<file path="config.mk">
export PLATFORM = sky130hd
export DESIGN_NAME = html_tag_strip_entity_decode
export DESIGN_NICKNAME = d
export VERILOG_FILES = /design/src/rtl/htsed_pkg.sv /design/src/rtl/htsed_ctrl.sv /design/src/rtl/htsed_dp.sv /design/src/rtl/html_tag_strip_entity_decode.sv
export SDC_FILE = /design/constraint.sdc
export NUM_CORES = 1
export LEC_CHECK = 0
export ABC_AREA = 1
export BUFFER_PORTS_ARGS = -buffer_cell sky130_fd_sc_hd__buf_2
export CAP_MARGIN = 5
export CORE_UTILIZATION = 62
export DETAILED_ROUTE_END_ITERATION = 16
export PLACE_DENSITY = 0.79
export SETUP_SLACK_MARGIN = 0.2
export SYNTH_ARGS = -nofsm -noshare
export SYNTH_HDL_FRONTEND = slang
export SYNTH_HIERARCHICAL = 1
export SYNTH_SLANG_ARGS = --single-unit
</file>
<file path="constraint.sdc">
create_clock -name clk -period 8.2 [get_ports clk]
set_clock_uncertainty 0.15 [all_clocks]
set_input_delay 0.82 -clock clk [delete_from_list [all_inputs] [get_ports clk]]
set_output_delay 0.82 -clock clk [all_outputs]
set_load 0.03 [all_outputs]
</file>
<file path="src/rtl/htsed_pkg.sv">
// ----------------------------------------------------------------------------
// htsed_pkg
// Shared types, character codes and entity tables for the HTML tag strip /
// entity decode block.
// ----------------------------------------------------------------------------
package htsed_pkg;

  localparam int WINDOW_BYTES_DEF = 6;
  localparam int SEQ_NUM          = 5;
  localparam int SEQ_MAX          = 6;

  localparam logic [7:0] CH_LT  = 8'h3C;
  localparam logic [7:0] CH_GT  = 8'h3E;
  localparam logic [7:0] CH_AMP = 8'h26;
  localparam logic [7:0] CH_NL  = 8'h0A;
  localparam logic [7:0] CH_TAB = 8'h09;

  typedef struct packed {
    logic [7:0] in_byte;
    logic       in_last;
  } in_item_t;

  typedef struct packed {
    logic [7:0] out_byte;
    logic       out_valid;
    logic       out_last;
  } out_item_t;

  typedef struct packed {
    logic load;
    logic step;
    logic flush;
  } dp_cmd_t;

  typedef struct packed {
    logic empty;
    logic keep;
    logic step_push;
    logic flush_push;
    logic can_push;
  } dp_sts_t;

  // Entity k, character j (first character is j = 0).
  function automatic logic [7:0] seq_char(input logic [2:0] k, input logic [2:0] j);
    logic [47:0] row;
    logic [2:0]  ofs;
    case (k)
      3'd0:    row = {"&", "l", "t", ";", 8'h00, 8'h00};
      3'd1:    row = {"&", "g", "t", ";", 8'h00, 8'h00};
      3'd2:    row = {"&", "a", "m", "p", ";", 8'h00};
      3'd3:    row = {"&", "#", "3", "9", ";", "s"};
      3'd4:    row = {"&", "n", "b", "s", "p", ";"};
      default: row = '0;
    endcase
    ofs = 3'(SEQ_MAX - 1) - j;
    if (j > 3'(SEQ_MAX - 1)) begin
      return 8'h00;
    end
    return row[{ofs, 3'b000} +: 8];
  endfunction

  function automatic logic [2:0] seq_len(input logic [2:0] k);
    case (k)
      3'd0:    return 3'd4;
      3'd1:    return 3'd4;
      3'd2:    return 3'd5;
      3'd3:    return 3'd6;
      3'd4:    return 3'd6;
      default: return 3'd0;
    endcase
  endfunction

  // Replacement byte; zero means the sequence is dropped.
  function automatic logic [7:0] seq_repl(input logic [2:0] k);
    case (k)
      3'd0:    return CH_LT;
      3'd1:    return CH_GT;
      3'd2:    return CH_AMP;
      default: return 8'h00;
    endcase
  endfunction

endpackage

</file>
<file path="src/rtl/htsed_ctrl.sv">
// ----------------------------------------------------------------------------
// htsed_ctrl
// Sequencer: loads a request into the window, steps the scan one byte per
// cycle unless a push waits on the output, then flushes the held result.
// ----------------------------------------------------------------------------
module htsed_ctrl (
  input  logic              clk,
  input  logic              rst_n,
  input  logic              in_valid,
  output logic              in_stall,
  input  htsed_pkg::dp_sts_t sts,
  output htsed_pkg::dp_cmd_t cmd
);

  typedef enum logic [1:0] {ST_IDLE, ST_SCAN, ST_FLUSH} state_t;

  state_t state_r;
  logic   stall_r;

  assign in_stall = stall_r | ~rst_n;

  always_comb begin
    cmd = '0;
    case (state_r)
      ST_IDLE: begin
        cmd.load = in_valid & ~in_stall;
      end
      ST_SCAN: begin
        if (!(sts.empty || sts.keep)) begin
          cmd.step = ~sts.step_push | sts.can_push;
        end
      end
      ST_FLUSH: begin
        cmd.flush = ~sts.flush_push | sts.can_push;
      end
      default: cmd = '0;
    endcase
  end

  always_ff @(posedge clk) begin
    if (!rst_n) begin
      state_r <= ST_IDLE;
      stall_r <= 1'b0;
    end else begin
      case (state_r)
        ST_IDLE: begin
          if (cmd.load) begin
            state_r <= ST_SCAN;
            stall_r <= 1'b1;
          end
        end
        ST_SCAN: begin
          if (sts.empty || sts.keep) begin
            state_r <= ST_FLUSH;
          end
        end
        ST_FLUSH: begin
          if (cmd.flush) begin
            state_r <= ST_IDLE;
            stall_r <= 1'b0;
          end
        end
        default: begin
          state_r <= ST_IDLE;
          stall_r <= 1'b0;
        end
      endcase
    end
  end

endmodule

</file>
<file path="src/rtl/htsed_dp.sv">
// ----------------------------------------------------------------------------
// htsed_dp
// Datapath: byte window with the unconsumed bytes at its head, entity
// matcher, tag/newline flags, one held result and the output register.
// ----------------------------------------------------------------------------
module htsed_dp #(
  parameter int WINDOW_BYTES = htsed_pkg::WINDOW_BYTES_DEF
) (
  input  logic                 clk,
  input  logic                 rst_n,
  input  htsed_pkg::in_item_t  in_data,
  input  htsed_pkg::dp_cmd_t   cmd,
  output htsed_pkg::dp_sts_t   sts,
  output logic                 out_valid,
  input  logic                 out_stall,
  output htsed_pkg::out_item_t out_data
);

  localparam int CW = $clog2(WINDOW_BYTES + 1);
  localparam int IW = $clog2(WINDOW_BYTES);

  logic [7:0]          win_r [WINDOW_BYTES];
  logic [CW-1:0]       cnt_r;
  logic [CW-1:0]       skip_r;
  logic                tag_r;
  logic                nl_r;
  logic                last_r;
  logic                hold_v_r;
  logic [7:0]          hold_r;
  logic                out_v_r;
  htsed_pkg::out_item_t out_r;

  logic [htsed_pkg::SEQ_NUM-1:0] full;
  logic [htsed_pkg::SEQ_NUM-1:0] pre;
  logic [2:0]                    sel_len;
  logic [7:0]                    sel_repl;
  logic [7:0]                    head;

  logic          e_emit;
  logic [7:0]    e_byte;
  logic          e_tag;
  logic          e_nl;
  logic [CW-1:0] e_skip;

  logic                 push;
  htsed_pkg::out_item_t push_item;

  assign head = win_r[0];

  // Compare the window head against every entity, masked to the valid bytes.
  always_comb begin
    full     = '1;
    pre      = '1;
    sel_len  = '0;
    sel_repl = '0;
    for (int k = 0; k < htsed_pkg::SEQ_NUM; k++) begin
      for (int j = 0; j < htsed_pkg::SEQ_MAX; j++) begin
        if (j < int'(htsed_pkg::seq_len(3'(k)))) begin
          if (j < int'(cnt_r)) begin
            if (win_r[j] != htsed_pkg::seq_char(3'(k), 3'(j))) begin
              full[k] = 1'b0;
              pre[k]  = 1'b0;
            end
          end else begin
            full[k] = 1'b0;
          end
        end
      end
      if (int'(cnt_r) >= int'(htsed_pkg::seq_len(3'(k)))) begin
        pre[k] = 1'b0;
      end
    end
    for (int k = htsed_pkg::SEQ_NUM - 1; k >= 0; k--) begin
      if (full[k]) begin
        sel_len  = htsed_pkg::seq_len(3'(k));
        sel_repl = htsed_pkg::seq_repl(3'(k));
      end
    end
  end

  // Effect of consuming the head byte.
  always_comb begin
    e_emit = 1'b0;
    e_byte = head;
    e_tag  = tag_r;
    e_nl   = nl_r;
    e_skip = '0;
    if (skip_r != '0) begin
      e_skip = skip_r - CW'(1);
    end else if (tag_r) begin
      e_tag = (head != htsed_pkg::CH_GT);
    end else if (head == htsed_pkg::CH_LT) begin
      e_tag = 1'b1;
      e_nl  = 1'b0;
    end else if (head == htsed_pkg::CH_AMP && |full) begin
      e_emit = (sel_repl != 8'h00);
      e_byte = sel_repl;
      e_nl   = 1'b0;
      e_skip = CW'(sel_len - 3'd1);
    end else if (head == htsed_pkg::CH_NL) begin
      e_emit = ~nl_r;
      e_nl   = 1'b1;
    end else if (head == htsed_pkg::CH_TAB) begin
      e_nl = 1'b0;
    end else begin
      e_emit = 1'b1;
      e_nl   = 1'b0;
    end
  end

  assign sts.empty      = (cnt_r == '0);
  assign sts.keep       = (cnt_r != '0) && (skip_r == '0) && !tag_r && !last_r &&
                          (head == htsed_pkg::CH_AMP) && !(|full) && (|pre);
  assign sts.step_push  = e_emit & hold_v_r;
  assign sts.flush_push = hold_v_r | last_r;
  assign sts.can_push   = ~out_v_r | ~out_stall;

  // The held byte is released only once it is known whether it is the final one.
  always_comb begin
    push      = 1'b0;
    push_item = '0;
    if (cmd.step && e_emit && hold_v_r) begin
      push                = 1'b1;
      push_item.out_byte  = hold_r;
      push_item.out_valid = 1'b1;
    end else if (cmd.flush && (hold_v_r || last_r)) begin
      push                = 1'b1;
      push_item.out_byte  = hold_v_r ? hold_r : 8'h00;
      push_item.out_valid = hold_v_r;
      push_item.out_last  = last_r;
    end
  end

  always_ff @(posedge clk) begin
    if (!rst_n) begin
      cnt_r    <= '0;
      skip_r   <= '0;
      tag_r    <= 1'b0;
      nl_r     <= 1'b0;
      last_r   <= 1'b0;
      hold_v_r <= 1'b0;
      out_v_r  <= 1'b0;
    end else begin
      out_v_r <= push | (out_v_r & out_stall);
      if (cmd.load) begin
        cnt_r  <= cnt_r + CW'(1);
        last_r <= in_data.in_last;
      end
      if (cmd.step) begin
        cnt_r  <= cnt_r - CW'(1);
        skip_r <= e_skip;
        tag_r  <= e_tag;
        nl_r   <= e_nl;
        if (e_emit) begin
          hold_v_r <= 1'b1;
        end
      end
      if (cmd.flush) begin
        hold_v_r <= 1'b0;
        if (last_r) begin
          cnt_r  <= '0;
          skip_r <= '0;
          tag_r  <= 1'b0;
          nl_r   <= 1'b0;
          last_r <= 1'b0;
        end
      end
    end
  end

  always_ff @(posedge clk) begin
    if (cmd.load) begin
      win_r[cnt_r[IW-1:0]] <= in_data.in_byte;
    end
    if (cmd.step) begin
      for (int i = 0; i < WINDOW_BYTES - 1; i++) begin
        win_r[i] <= win_r[i+1];
      end
      if (e_emit) begin
        hold_r <= e_byte;
      end
    end
    if (push) begin
      out_r <= push_item;
    end
  end

  assign out_valid = out_v_r;
  assign out_data  = out_r;

endmodule

</file>
<file path="src/rtl/html_tag_strip_entity_decode.sv">
// ----------------------------------------------------------------------------
// html_tag_strip_entity_decode
// Strips HTML tags, decodes &lt; &gt; &amp;, drops &#39;s and &nbsp;,
// squeezes newline runs and drops tabs on a byte stream.
// ----------------------------------------------------------------------------
// Usage:
//   in_valid/in_stall/in_data carry one raw byte per request, with in_last
//   on the final byte of a text. out_valid/out_stall/out_data carry cleaned
//   bytes; out_last marks the final result of a text, and a text that
//   yields nothing ends with one result whose out_valid member is 0.
//   Bytes that may still grow into an entity are held in the window and
//   rescanned with the next request.
// Timing:
//   One request at a time. A request is loaded, then the scan consumes the
//   window bytes (held bytes plus the new one, at most 6) one per cycle
//   unless a push waits on the output, sees the end of the scan and
//   flushes. A result byte is released one emitted byte late, so the
//   final one can carry out_last.
// Reset and stalls:
//   Reset empties the window and clears the tag and newline state; in_stall
//   is high during reset. While out_stall holds the output register full,
//   the scan waits at the next byte that must emit.
// ----------------------------------------------------------------------------
module html_tag_strip_entity_decode #(
  parameter int WINDOW_BYTES = htsed_pkg::WINDOW_BYTES_DEF
) (
  input  logic                 clk,
  input  logic                 rst_n,
  input  logic                 in_valid,
  output logic                 in_stall,
  input  htsed_pkg::in_item_t  in_data,
  output logic                 out_valid,
  input  logic                 out_stall,
  output htsed_pkg::out_item_t out_data
);

  htsed_pkg::dp_cmd_t cmd;
  htsed_pkg::dp_sts_t sts;

  htsed_ctrl u_ctrl (
    .clk      (clk),
    .rst_n    (rst_n),
    .in_valid (in_valid),
    .in_stall (in_stall),
    .sts      (sts),
    .cmd      (cmd)
  );

  htsed_dp #(
    .WINDOW_BYTES (WINDOW_BYTES)
  ) u_dp (
    .clk       (clk),
    .rst_n     (rst_n),
    .in_data   (in_data),
    .cmd       (cmd),
    .sts       (sts),
    .out_valid (out_valid),
    .out_stall (out_stall),
    .out_data  (out_data)
  );

  a_one_cmd: assert property (@(posedge clk) disable iff (!rst_n)
    $onehot0({cmd.load, cmd.step, cmd.flush}))
    else $error("more than one datapath command");

  a_busy_after_accept: assert property (@(posedge clk) disable iff (!rst_n)
    (in_valid && !in_stall) |=> in_stall)
    else $error("request accepted while previous one in flight");

  a_ready_after_flush: assert property (@(posedge clk) disable iff (!rst_n)
    cmd.flush |=> !in_stall)
    else $error("not ready after flush");

  a_marker_is_last: assert property (@(posedge clk) disable iff (!rst_n)
    (out_valid && !out_data.out_valid) |-> out_data.out_last)
    else $error("bare end marker without last");

endmodule

</file>
==> reports/metrics.csv, run 1 <==
metric,value,unit
synthCells,475,
grt_pass1_vias,2972,
fin_area,4550,µm²
grtUsageMet3,0.0386,
nets,518,
clockBufferDepth,2,
drc,0,
critPathTopFamily,buffers and inverters,
cp_slowest_cell,o21ai_0,
path_depth,16,
drive_above_1_share,0.137,
fmax,0.274,GHz
syn_nets,493,
grt_max_degree,48,
synth_edf_count,66,
max_slew_margin,0.256,
antenna_found_initial,0,
final_max_slew_viol_count,0,
grt_pass1_wl,13.6,mm
place_hpwl,6.43,mm
worst_ep_required_time,8.01,ns
cp-start-kind,flop,
fin_crit_sh,0.445,
wire_per_inst,14.3,µm
post-place-ws,4.60,ns
synth-seq-area-share,0.547,
ctsHtreeMaxLevel,3,
met1_usage,0.358,
min_period,3.65,ns
cts.sinks,80,
async_flop_share,0,
power_frac_comb,0.099,
leakage,1.90,nW
io_pins,25,
p_seq_frac,0.521,
synth.distinct_cells,42,
busiest_layer,met2,
rr_worst_depth,16,
path_cells,inv_1 > ha_1 > ha_1 > inv_1 > nor2_1 > inv_1 > nor2_1 > nand4_1 > a31oi_1 > nor2_1 > nand3_1 > a21oi_1 > buf_4 > inv_1 > buf_4 > o21ai_0,
end_kind,flop,
postCtsHoldBufs,0,
arrival,3.46,ns
vias_per_cell,5.51,
clkLatencyLatePin,0.35,ns
setup_viol,0,
placed_area,4310,µm²
grtUsageMet2,0.395,
cp_max_fo,47,
wirelength,8.31,mm
path_common_cell,inv_1,
die_area,7000,µm²
min_path_cells,2,
diodes,0,
ctsResizeCount,0,
antenna_left,0,
fin_tns_setup,0,ns
switching_share,0.239,
post_cts_buffers,0,
drv_cap,0,
numCtsBuffers,9,
dr.pass1.iters,5,
root_buffer,clkbuf_8,
ir_drop,0.000131,V
start_util,0.648,
synth_warnings,6,
gr-total-overflow,0,
core.rowCount,29,
die_y,83.7,µm
fin_ws,4.55,ns
switching_power,0.217,mW
synth_area,4140,µm²
core_area,6390,µm²
max_stage_delay,0.50,ns
clk_pin_slew,0.08,ns
syn2layout_area_growth,10.1,%
cellInternalPower,0.691,mW
rsz0062_at_grt,no,
first_iter_violations,247,
gp_congestion,0.937,
pwr-share-clk,0.380,
hold_viol,0,
hp-class,reg2reg,
status,"finished, final reports clean",
ys_ff_latch,80,
total_power,0.907,mW
synth_flop_cell,edfxtp_1,
path_buf_inv,6,
power.density,199,nW/µm²
die_w,83.7,µm
cts_tree,yes,
grt_usage,0.257,
port_buffers,24,
worst_pin_slew,1.10,ns
path_class,reg2reg,
vias,3204,
syn_area_per_cell,8.71,µm²
==> worst paths after layout <==
path | slack, ns | start | end
hold / removal | 0.32 | u_ctrl/stall_r | u_ctrl/stall_r
setup reg to reg | 4.55 | u_dp/skip_r[0] | u_dp/win_r[1][0]
setup / recovery | 4.55 | u_dp/skip_r[0] | u_dp/win_r[1][0]
hold reg to reg | 0.32 | u_ctrl/stall_r | u_ctrl/stall_r
==> worst reg2reg max path, stage by stage, from the launching register on <==
cell and delay [ns]:
dfxtp_1 0.31, inv_1 0.07, ha_1 0.15, ha_1 0.22
inv_1 0.09, nor2_1 0.21, inv_1 0.10, nor2_1 0.24
nand4_1 0.12, a31oi_1 0.16, nor2_1 0.08, nand3_1 0.14
a21oi_1 0.06, buf_4 0.21, inv_1 0.08, buf_4 0.35
o21ai_0 0.52
==> per-stage QoR <==
stage	util	instances	hold WS (ns)
after global routing	0.713	582	0.350
after global placement	0.675	566	0.307
after CTS	0.713	582	0.325
final	0.713	582	0.322
after floorplan	-	475	0.297
after detailed placement	0.675	566	0.313
==> state kept, by name (all words and copies together), names as in the netlist, 2 cells and up <==
register and flops:
u_dp/win_r 48, u_dp/out_data 10, u_dp/hold_r 8, u_dp/cnt_r 3, u_dp/skip_r 3, u_ctrl/state_r 2
==> metal layers <==
metal | up-vias | wire length [µm]
met4 | 0 | 214
met3 | 19 | 518
met1 | 1444 | 3800
li1 | 1622 | -
met2 | 119 | 3780
met5 | - | 0
==> logic make-up (layout without fill, tap and decap cells) <==
logic type | after synthesis | after routing | share of synthesized area
AND/OR/NAND/NOR | 236 | 236 | 0.247
flip-flops | 80 | 80 | 0.547
buffers and inverters | 78 | 108 | 0.0735
AO/OA/AOI/OAI | 74 | 74 | 0.113
adder cells (fa/ha/maj) | 5 | 5 | 0.0151
XOR/XNOR | 2 | 2 | 0.00424
==> cells in the mapped netlist, types with 2 or more instances <==
cell | n | area, µm²
nand2_1 | 126 | 473
edfxtp_1 | 66 | 1980
nor2_1 | 62 | 233
inv_1 | 59 | 221
o21ai_0 | 38 | 190
nand3_1 | 20 | 100
dfxtp_1 | 14 | 280
a21oi_1 | 10 | 50.1
clkbuf_1 | 10 | 37.5
a21boi_1 | 7 | 52.6
inv_2 | 7 | 26.3
nand4_1 | 6 | 37.5
nor3_1 | 6 | 30.0
ha_1 | 5 | 62.6
nand3_2 | 4 | 40.0
nor2_2 | 3 | 18.8
a21oi_2 | 2 | 17.5
a22oi_1 | 2 | 15.0
nand2_2 | 2 | 12.5
o31ai_1 | 2 | 15.0
or2_2 | 2 | 12.5
xor2_1 | 2 | 17.5
==> placed cells by master (no fill, tap or decap), drive strengths merged <==
cell	count
nand2	128
inv	68
edfxtp	66
nor2	65
o21ai	39
buf	26
nand3	24
dfxtp	14
a21oi	13
clkbuf	10
a21boi	9
nor3	7
nand4	7
ha	5
bufinv	3
a22oi	2
o31ai	2
xor2	2
or2	2
nor4	2
clkinvlp	1
a21o	1
a221o	1
o221ai	1
a31oi	1
o21a	1
o41ai	1
a211oi	1
nor3b	1
a2111oi	1
a221oi	1
==> power by group through the flow <==
| stage | Clock [mW] | Combinational (mW) | Sequential, mW |
|---|---|---|---|
| floorplan | 0 | 0.0668 | 0.477 |
| detailed placement | 0 | 0.0886 | 0.482 |
| finish | 0.344 | 0.0899 | 0.473 |
| CTS | 0.350 | 0.0889 | 0.473 |
| global placement | 0 | 0.0871 | 0.481 |
| global route | 0.367 | 0.102 | 0.475 |
==> area by class of cell <==
class	count	area (µm²)
Multi-Input combinational cell	317	1570
Sequential cell	80	2260
Fill cell	478	1830
Timing Repair Buffer	26	135
Tap cell	77	96.3
Clock buffer	10	128
Clock inverter	6	115
Inverter	66	248
(Power assumes the default switching activity.)
==> run 2: changes to the inputs <==
--- a/config.mk
+++ b/config.mk
@@ -5,12 +5,12 @@
 export SDC_FILE = /design/constraint.sdc
 export NUM_CORES = 1
 export LEC_CHECK = 0
-export ABC_AREA = 1
+export ABC_AREA = 0
 export BUFFER_PORTS_ARGS = -buffer_cell sky130_fd_sc_hd__buf_2
 export CAP_MARGIN = 5
-export CORE_UTILIZATION = 62
+export CORE_UTILIZATION = 60
 export DETAILED_ROUTE_END_ITERATION = 16
-export PLACE_DENSITY = 0.79
+export PLACE_DENSITY = 0.77
 export SETUP_SLACK_MARGIN = 0.2
 export SYNTH_ARGS = -nofsm -noshare
 export SYNTH_HDL_FRONTEND = slang
==> constraint.sdc (replaced) <==
create_clock -name clk -period 3.6 [get_ports clk]
set_clock_uncertainty 0.15 [all_clocks]
set_input_delay 0.36 -clock clk [delete_from_list [all_inputs] [get_ports clk]]
set_output_delay 0.36 -clock clk [all_outputs]
set_load 0.03 [all_outputs]
==> reports/metrics.csv, run 2 <==
metric,value,unit,change
ys_ff_latch,80,,unchanged
core_area,6390,µm²,unchanged
antenna_found_initial,0,,unchanged
syn_nets,403,,was 493
clk_pin_slew,0.09,ns,was 0.08 ns
ctsHtreeMaxLevel,3,,unchanged
leakage,1.61,nW,was 1.90 nW
cp_max_fo,5,,was 47
cts_tree,yes,,unchanged
wirelength,8.74,mm,was 8.31 mm
drive_above_1_share,0.209,,was 0.137
synth_area,4010,µm²,was 4140 µm²
fin_util,0.716,,was 0.713
worst_ep_required_time,3.52,ns,was 8.01 ns
clockBufferDepth,2,,unchanged
die_w,83.7,µm,about the same
status,"finished, final reports clean",,unchanged
setup_viol,0,,unchanged
diodes,0,,unchanged
arrival,3.26,ns,was 3.46 ns
path_class,reg2reg,,unchanged
grt_max_degree,29,,was 48
fin_tns_setup,0,ns,unchanged
vias_per_cell,6.00,,was 5.51
final_max_slew_viol_count,0,,unchanged
fin_crit_sh,0.929,,was 0.445
io_pins,25,,unchanged
min_period,3.34,ns,was 3.65 ns
total_power,2.00,mW,was 0.907 mW
register_area,2260,µm²,unchanged
grt_pass1_vias,2854,,"was 2,972"
wire_per_inst,17.4,µm,was 14.3 µm
placed_cells,483,,was 566
end_kind,flop,,unchanged
root_buffer,clkbuf_8,,unchanged
synthTopCellsByCount,"nand2_1, edfxtp_1, nor2_1",,unchanged
nFillCells,476,,was 478
worstReg2RegStart,u_dp/win_r[1][4],,was u_dp/skip_r[0]
regMostFlops,u_dp/win_r,,unchanged
syn2layout_area_growth,14.1,%,was 10.1%
core.rowCount,29,,unchanged
final_cells,503,,was 582
power.density,437,nW/µm²,was 199 nW/µm²
ir_drop,0.000293,V,was 0.000131 V
antenna_left,0,,unchanged
async_flop_share,0,,unchanged
largest_reg_flops,48,,unchanged
vias,3016,,"was 3,204"
synth.distinct_cells,54,,was 42
die_area,7010,µm²,was 7000 µm²
place_hpwl,6.26,mm,was 6.43 mm
yosysMostFrequentCell,nand2_1,,unchanged
grt_usage,0.258,,was 0.257
numCtsBuffers,9,,unchanged
fmax,0.299,GHz,was 0.274 GHz
dr.pass1.iters,4,,was 5
synth-seq-area-share,0.564,,was 0.547
max_slew_margin,0.667,,was 0.256
die_y,83.7,µm,about the same
worst_pin_slew,0.498,ns,was 1.10 ns
layout_commonest_cell,nand2_1,,unchanged
drc,0,,unchanged
rsz0062_at_grt,yes,,was no
ys_top_cells_by_area,"edfxtp_1, nand2_1, dfxtp_1, nor2_1, nand2b_1",,"was edfxtp_1, nand2_1, dfxtp_1, nor2_1, inv_1"
port_buffers,24,,unchanged
start_util,0.628,,was 0.648
synth_warnings,6,,unchanged
synthCells,385,,was 475
cp-start-kind,flop,,unchanged
nets,439,,was 518
hp-class,in2reg,,was reg2reg
multi_input_area,1720,µm²,was 1570 µm²
synth_flop_cell,edfxtp_1,,unchanged
gr-total-overflow,0,,unchanged
gp_congestion,0.963,,was 0.937
syn_area_per_cell,10.4,µm²,was 8.71 µm²
grt_pass1_wl,13.6,mm,about the same
hold_viol,0,,unchanged
cts.sinks,80,,unchanged
synth_top_area_cell,edfxtp_1,,unchanged
synth_edf_count,66,,unchanged
first_iter_violations,188,,was 247
startpoint,u_dp/win_r[1][4],,was u_dp/skip_r[0]
most-common-layout-cells,"nand2_1, edfxtp_1, nor2_1",,unchanged
clkLatencyLatePin,0.37,ns,was 0.35 ns
min_from,in_data[4],,was u_ctrl/stall_r
drv_cap,0,,unchanged
postCtsHoldBufs,0,,unchanged
synth_top_area_frac,0.494,,was 0.479
run 2: path summary, 6_finish.rpt:
path	end	slack [ns]	depth (start not counted)
worst min register to register	u_dp/skip_r[1]	0.34	2
worst max-delay path	u_dp/out_data[2]	0.26	10
worst min-delay path	u_dp/win_r[5][3]	0.04	1
worst max register to register	u_dp/out_data[2]	0.26	10
run 2: layout make-up:
class,count,area share
inverter,12,0.00984
clock inverter,7,0.0175
clock buffer,9,0.0271
tap,77,0.0211
multi-input combinational,280,0.375
timing repair buffer,38,0.0547
sequential,80,0.494
run 2: layer usage:
layer,track usage,up-vias,part of all wire
li1,-,1460,-
met1,0.304,1440,0.40
met2,0.451,95,0.51
met3,0.0504,21,0.057
met4,0.126,0,0.032
met5,0,-,0
run 2: power by group:
part	internal (mW)	total [mW]	switching, mW	leakage [nW]
clock	0.327	0.684	0.357	0.0900
sequential	1.05	1.09	0.0400	0.700
combinational	0.0903	0.224	0.133	0.818
run 2: critical path, stage by stage, from the launching register on:
cell and delay, ns:
edfxtp_1 0.45, or4b_4 0.58, nor3_4 0.14, nor4b_4 0.23, o21ai_2 0.10, and2_0 0.15, and3_1 0.20, a2111oi_4 0.31
and2_4 0.21, nand4_1 0.28, nand2_2 0.25
run 2: stage by stage:
step | hold WS (ns) | area (µm²) | worst slack [ns]
4_1_cts | 0.0259 | 4490 | 0.202
5_1_grt | 0.0370 | 4580 | 0.102
2_1_floorplan | 0.305 | 4010 | 0.223
3_5_place_dp | 0.332 | 4280 | 0.163
3_3_place_gp | 0.320 | 4280 | 0.195
6_report | 0.0445 | 4580 | 0.257
run 2: cells by family after synthesis:
group | share of synthesized area
buffers and inverters | 0.0243
AO/OA/AOI/OAI | 0.0958
adder cells (fa/ha/maj) | 0.0156
flip-flops | 0.564
XOR/XNOR | 0.00437
AND/OR/NAND/NOR | 0.291
multiplexers | 0.00499
run 2: timing repair:
item	in CTS	in global routing
pin swaps	0	6
gates resized for setup	2	15
gates cloned	0	1
buffers inserted	0	3
endpoints found under the setup margin	16	93
